File: src/hdl/eoh_pkg.sv
`default_nettype none

package eoh_pkg;

  // Default sizes of the histogram and the orbit store
  localparam int BINS_X_DEF    = 256;
  localparam int BINS_Y_DEF    = 256;
  localparam int MAX_ORBIT_DEF = 1024;

  // Fixed field widths
  localparam int DATA_W     = 32;
  localparam int BIN_IN_W   = 8;
  localparam int ITER_W     = 11;
  localparam int HITS_W     = 12;
  localparam int COUNT_W    = 32;
  localparam int CFG_IDX_W  = 3;
  localparam int CFG_DATA_W = 32;

  // Q4.28 arithmetic
  localparam int FRAC_W = 28;
  localparam int SUM_W  = 38;
  localparam logic [63:0] ESC_THRESH = 64'd4 << 56;

  // Register indexes
  typedef enum logic [CFG_IDX_W-1:0] {
    CFG_X_MIN    = 3'd0,
    CFG_X_MAX    = 3'd1,
    CFG_Y_MIN    = 3'd2,
    CFG_Y_MAX    = 3'd3,
    CFG_MAX_ITER = 3'd4,
    CFG_SYM      = 3'd5
  } cfg_idx_t;

  // Register reset values
  localparam logic signed [DATA_W-1:0] X_MIN_RST = 32'shE0000000;
  localparam logic signed [DATA_W-1:0] X_MAX_RST = 32'sh10000000;
  localparam logic signed [DATA_W-1:0] Y_MIN_RST = 32'shF0000000;
  localparam logic signed [DATA_W-1:0] Y_MAX_RST = 32'sh10000000;
  localparam logic [ITER_W-1:0]        MAX_ITER_RST = 11'd1024;
  localparam logic                     SYM_RST = 1'b1;

  // Controller states
  typedef enum logic [3:0] {
    ST_CLEAR,
    ST_IDLE,
    ST_RD_BIN,
    ST_MUL,
    ST_CHK,
    ST_WALK_RD,
    ST_WALK_MAP,
    ST_WALK_WAIT,
    ST_BUMP_RD,
    ST_BUMP_WR,
    ST_MIRR_RD,
    ST_MIRR_WR,
    ST_NEXT,
    ST_FIN
  } eoh_state_t;

  // Histogram address source
  typedef enum logic [1:0] {
    ADDR_READ,
    ADDR_BUMP,
    ADDR_MIRR,
    ADDR_CLR
  } addr_sel_t;

  typedef struct packed {
    logic      load_item;
    logic      mul;
    logic      step;
    logic      escape;
    logic      orb_rd;
    logic      map_start;
    logic      k_dec;
    logic      hist_rd;
    logic      hist_wr;
    addr_sel_t addr_sel;
    logic      hit_inc;
    logic      clr_adv;
    logic      out_load;
  } eoh_cmd_t;

  typedef struct packed {
    logic n_zero;
    logic n_one;
    logic mag_gt;
    logic cont;
    logic k_one;
    logic map_busy;
    logic map_hit;
    logic sym;
    logic clr_last;
  } eoh_sts_t;

endpackage

`default_nettype wire

File: src/hdl/eoh_ctrl.sv
`default_nettype none

module eoh_ctrl import eoh_pkg::*; (
  input  wire logic     clk,
  input  wire logic     rst_n,
  input  wire logic     in_valid,
  input  wire logic     in_op,
  output logic          in_ready,
  output logic          out_valid,
  input  wire logic     out_ready,
  input  wire eoh_sts_t sts,
  output eoh_cmd_t      cmd
);

  eoh_state_t state_r, state_nxt;
  logic       out_valid_r, out_free;

  assign out_free  = !out_valid_r || out_ready;
  assign in_ready  = (state_r == ST_IDLE);
  assign out_valid = out_valid_r;

  // State and result valid
  always_ff @(posedge clk) begin
    if (!rst_n) begin
      state_r     <= ST_CLEAR;
      out_valid_r <= 1'b0;
    end else begin
      state_r <= state_nxt;
      if (cmd.out_load) out_valid_r <= 1'b1;
      else if (out_ready) out_valid_r <= 1'b0;
    end
  end

  // Next state
  always_comb begin
    state_nxt = state_r;
    case (state_r)
      ST_CLEAR:     if (sts.clr_last) state_nxt = ST_IDLE;
      ST_IDLE:      if (in_valid) state_nxt = in_op ? ST_RD_BIN : ST_MUL;
      ST_RD_BIN:    state_nxt = ST_FIN;
      ST_MUL:       state_nxt = ST_CHK;
      ST_CHK: begin
        if (!sts.n_zero && sts.mag_gt) state_nxt = sts.n_one ? ST_FIN : ST_WALK_RD;
        else if (sts.cont) state_nxt = ST_MUL;
        else state_nxt = ST_FIN;
      end
      ST_WALK_RD:   state_nxt = ST_WALK_MAP;
      ST_WALK_MAP:  state_nxt = ST_WALK_WAIT;
      ST_WALK_WAIT: if (!sts.map_busy) state_nxt = sts.map_hit ? ST_BUMP_RD : ST_NEXT;
      ST_BUMP_RD:   state_nxt = ST_BUMP_WR;
      ST_BUMP_WR:   state_nxt = sts.sym ? ST_MIRR_RD : ST_NEXT;
      ST_MIRR_RD:   state_nxt = ST_MIRR_WR;
      ST_MIRR_WR:   state_nxt = ST_NEXT;
      ST_NEXT:      state_nxt = sts.k_one ? ST_FIN : ST_WALK_RD;
      ST_FIN:       if (out_free) state_nxt = ST_IDLE;
      default:      state_nxt = ST_IDLE;
    endcase
  end

  // Datapath commands
  always_comb begin
    cmd = '0;
    cmd.addr_sel = ADDR_READ;
    case (state_r)
      ST_CLEAR: begin
        cmd.addr_sel = ADDR_CLR;
        cmd.hist_wr  = 1'b1;
        cmd.clr_adv  = 1'b1;
      end
      ST_IDLE:     cmd.load_item = in_valid;
      ST_RD_BIN:   cmd.hist_rd = 1'b1;
      ST_MUL:      cmd.mul = 1'b1;
      ST_CHK: begin
        if (!sts.n_zero && sts.mag_gt) cmd.escape = 1'b1;
        else if (sts.cont) cmd.step = 1'b1;
      end
      ST_WALK_RD:  cmd.orb_rd = 1'b1;
      ST_WALK_MAP: cmd.map_start = 1'b1;
      ST_BUMP_RD: begin
        cmd.addr_sel = ADDR_BUMP;
        cmd.hist_rd  = 1'b1;
      end
      ST_BUMP_WR: begin
        cmd.addr_sel = ADDR_BUMP;
        cmd.hist_wr  = 1'b1;
        cmd.hit_inc  = 1'b1;
      end
      ST_MIRR_RD: begin
        cmd.addr_sel = ADDR_MIRR;
        cmd.hist_rd  = 1'b1;
      end
      ST_MIRR_WR: begin
        cmd.addr_sel = ADDR_MIRR;
        cmd.hist_wr  = 1'b1;
        cmd.hit_inc  = 1'b1;
      end
      ST_NEXT:     cmd.k_dec = !sts.k_one;
      ST_FIN:      cmd.out_load = out_free;
      default: ;
    endcase
  end

endmodule

`default_nettype wire
File: config.mk
export PLATFORM = sky130hd
export DESIGN_NAME = eoh_ctrl
export DESIGN_NICKNAME = d
export VERILOG_FILES = /design/src/hdl/eoh_pkg.sv /design/src/hdl/eoh_ctrl.sv
export SDC_FILE = /design/constraint.sdc
export NUM_CORES = 1
export LEC_CHECK = 0
export BUFFER_PORTS_ARGS = -buffer_cell sky130_fd_sc_hd__buf_2
export CORE_AREA = 8 8 46 48
export CTS_BUF_LIST = sky130_fd_sc_hd__clkbuf_4
export CTS_CLUSTER_SIZE = 10
export DETAILED_ROUTE_END_ITERATION = 8
export DIE_AREA = 0 0 54 56
export HOLD_SLACK_MARGIN = 0.1
export PLACE_DENSITY = 0.74
export RECOVER_POWER = 25
export SYNTH_ARGS = -nofsm -noshare
export SYNTH_HDL_FRONTEND = slang
export SYNTH_SLANG_ARGS = --single-unit
export TNS_END_PERCENT = 100
File: constraint.sdc
create_clock -name clk -period 1.5 [get_ports clk]
set_input_delay 0.075 -clock clk [delete_from_list [all_inputs] [get_ports clk]]
set_output_delay 0.075 -clock clk [all_outputs]
set_load 0.02 [all_outputs]
Word level (Yosys, flattened, before mapping):

Cells that the tools add are included.

* flip-flop bits (word level): 5
* bits of input ports: 14
* output and inout port bits: 16
* logic and storage cells: 61

* eq/ne operators: 17
* multiplexer cells: 29
* reduce and logical (&&, ||, !) cells: 13

Operators with widths (count)
* $pmux 4 s14: 1
* $mux 4: 8
* $eq 4x4->1 const B: 6
* $eq 4x3->1 const B: 4
* $mux 1: 16
* $eq 4x2->1 const B: 2
* $ne 2x2->1 const B: 4
* $mux 3: 2
* $pmux 2 s3: 1
* $reduce_or 2->1: 3
* $reduce_or 3->1: 2
* $eq 4x1->1 const B: 1
* $logic_not 4->1: 1
* $reduce_and 4->1: 1
* $logic_not 1->1: 3
* $mux 2: 1
* $reduce_bool 2->1: 1
* $logic_and 1x1->1: 1
* $logic_or 1x1->1: 1

Longest topological paths before layout:

* word-level depth: 4
* depth in mapped cells: 7
* depth with buffers taken out: 5

Least setup slack after synthesis:

OpenSTA, ideal clock, no wires.

* path kind: reg-to-reg
* start point: reg state_r[3]
* end point: reg state_r[3]
* setup time: 115 ps
* data arrival time: 1489 ps
* required time: 1385 ps
* setup slack: -104 ps
* stages on the path, launching flop included: 6
* buffers on the path: 1
* period minus slack after synthesis: 1604 ps
* cell sequence: dfxtp_1 > buf_2 > nor4_2 > nand4b_4 > a21oi_2 > o21a_1

* word-level cells in the longest chain between the ends: 3
* elaborated cells between the ends (all ways): 20
* classes of those cells: eq/ne: 17; mux: 1; reduce/logical: 2

RTL lines
* start: declaration: line eoh_ctrl.sv:15 `eoh_state_t state_r, state_nxt;`
* start signal: assignment: line eoh_ctrl.sv:28 `state_r <= state_nxt;`
* $eq 4x4->1 (tied with other cells): line eoh_ctrl.sv:37 `case (state_r)`
* $ne 2x2->1 (no source line)
* $reduce_and 4->1 (no source line)

Several ways; a longest one is shown, not always the timed one.
A chain may end at the register's enable or synchronous reset.

==> flow_summary_export.csv <==
group,metric,value,unit
sta,relSlewSlack,0.792,
synth,ys_seq_area_frac,0.167,
sta,fmax,673,MHz
die,start_util,0.416,
die,rows,14,
power_and_ir_drop,p_per_area,578,nW/um2
cells_and_area,fin_area,891,um2
clocking,numClockSinks,5,
synth,synth.ff_latch_count,5,
synth,syn_avg_cell_area,7.38,um2
synth,synthesis.nets,95,
synth,synth_cell_types,35,
detailed_routing,drc,0,
grt,busiest_layer,"met2",
grt,globalRouteOverflowTotal,0,
detailed_routing,vias_per_cell,5.42,
detailed_routing,wl_per_cell,13.9,um
clocking,cts_root_buf,"clkbuf_4",
place,dpl-instance-area,816,um2
worst_setup_path,critPathArrivalTime,1.41,ns
sta,final_hold_viol_count,0,
sta,finalSetupViolations,0,
detailed_routing,detailedRoute.firstIterationViolations,10,
detailed_routing,antenna_left,0,
grt,grt_use_met2,0.196,
worst_setup_path,cp_data_required_time,1.42,ns
power_and_ir_drop,p_leak,0.402,nW
synth,synth_area,598,um2
grt,grt_pass1_wl,2990,um
cells_and_area,nNetsFinal,134,
detailed_routing,vias,732,
power_and_ir_drop,ir_drop,0.000320,V
cells_and_area,layout_commonest_cell,"buf_2",
grt,grt_max_degree,20,
clocking,tritoncts,"yes",
sta,skew,0.00217,ns
synth,ys_warn_count,0,
die,io_pins,30,
cells_and_area,drive_gt1_frac,0.479,
clocking,clockBufferDepth,2,
sta,holdWs,0.123,ns
sta,min_period,1.49,ns
grt,grtUsageMet3,0.0214,
worst_setup_path,endpoint_kind,"primary output",
clocking,cts_made_buffers,3,
die,dieArea,3020,um2
sta,worst_pin_slew,0.309,ns
grt,use_met1,0.150,
cells_and_area,syn_to_final_growth,49.0,%
clocking,clk_latency,0.23,ns
die,fp.dieW,54,um
synth,synth_top_area_frac,0.167,
run,max_cap_viol_count,0,
grt,grt_util_all_layers,0.123,
synth,synthTopCellsByArea,"dfxtp_1 17%, a21oi_1 5.9%, nor3_1 5.9%",
cells_and_area,fin_cells,135,
cells_and_area,antennaDiodeCount,0,
place,post-place-cells,129,
grt,antenna_found_initial,0,
worst_setup_path,startpoint_type,"flip-flop",
cells_and_area,layout_common_cells,"24 x buf_2, 11 x buf_4, 8 x nor2_1",
cells_and_area,utilization,0.620,
grt,grt_pass1_vias,725,
die,core-area,1440,um2
clocking,clk_pin_slew,0.04,ns
sta,slew_viol_final,0,
place,io_buffers,29,
detailed_routing,drt_first_pass_iters,4,
synth,synth_cells,81,
place,gp_congestion,0.880,
detailed_routing,routed_wl,1880,um
sta,min_period_over_period,0.991,
synth,yosysTopAreaCell,"dfxtp_1",
min_path,hold_class,"input pin to flip-flop",
worst_setup_path,cp_max_fo,4,
place,dp_hpwl,1450,um
clocking,htree_levels,1,
outcome,outcome,"complete, no violations",
die,die_h,56,um
sta,rsz0062_at_grt,"true",
cells_and_area,fill_cells,142,
worst_setup_path,crit_type,"flip-flop to primary output",
timing repair:
action,4_1_cts,5_1_grt
hold buffers,1,0
resized for setup,6,8
pin swaps,0,1
setup buffers,0,1
endpoints found under the setup margin,3,9
endpoints found under the hold margin,1,0
gates cloned,0,0
per-stage QoR:
step                      setup WS, ns  total power [mW]   TNS, ns
after global placement          0.0712             0.336         0
final                           0.0133             0.515         0
after CTS                     -0.00461             0.514  -0.00461
after global routing           -0.0135             0.547   -0.0293
after floorplan               -0.00507             0.268  -0.00507
after detailed placement        0.0282             0.339         0
cell families after synthesis:
family / after synthesis / synth area share
compound gates: 24 / 0.303
buf+inv: 10 / 0.0983
flops: 5 / 0.167
mux: 1 / 0.0167
simple gates: 41 / 0.414
where the power goes:
part,switching [mW],internal [mW],leakage [nW]
sequential,0.00763,0.137,0.0426
combinational,0.106,0.0950,0.341
clock,0.0505,0.118,0.0184
total,0.165,0.350,0.402
sequential cells by signal, summed over array words and instances (netlist names):
| register | flops |
|---|---|
| state_r | 4 |
| out_valid | 1 |
final timing paths:
path / from / endpoint / slack, ns / cells past startpoint
worst max-delay path: state_r[3] / cmd[11] / 0.01 / 3
worst min-delay path: sts[3] / state_r[1] / 0.12 / 3
worst max register to register: state_r[3] / state_r[3] / 0.09 / 5
worst min register to register: out_valid / out_valid / 0.61 / 2
cell type report:
cell class	count	area, um2	share of cell area
clock buffers	4	30.0	0.0337
inverters	2	7.51	0.00843
multi-input cells	66	455	0.511
flip-flops and latches	5	108	0.121
well taps	16	20.0	0.0225
repair buffers	42	270	0.303
critical path, stage by stage (launching register included):
cell and delay (ns):
dfxtp_2 0.34, or4b_4 0.57, nor2_2 0.12, buf_4 0.15
cell usage after synthesis:
cell / n
nor3_1: 7
nand4b_4: 1
clkbuf_1: 1
and3_1: 2
or2b_1: 1
nor2b_1: 3
nand2b_1: 3
a21o_1: 1
o21ai_0: 1
and4b_1: 1
a32oi_1: 1
o21ai_1: 1
nand2_1: 7
a31oi_1: 3
nor4_2: 1
a21oi_1: 7
buf_6: 2
a21oi_2: 3
a2bb2oi_4: 1
nor2_1: 9
nand3b_1: 1
buf_2: 5
dfxtp_1: 5
or2_2: 1
inv_1: 2
a211oi_1: 1
nor4_1: 1
nand4b_1: 1
mux2i_1: 1
o21a_1: 2
a221o_1: 1
a311oi_1: 1
or3_1: 1
o211ai_1: 1
or4b_4: 1
routing by layer:
metal,part of all wire,up-vias
met1,0.45,326
met3,0.056,5
met2,0.48,26
li1,-,375
met4,0.018,0
met5,0,-
No activity file was read; power rests on OpenSTA's default activity.
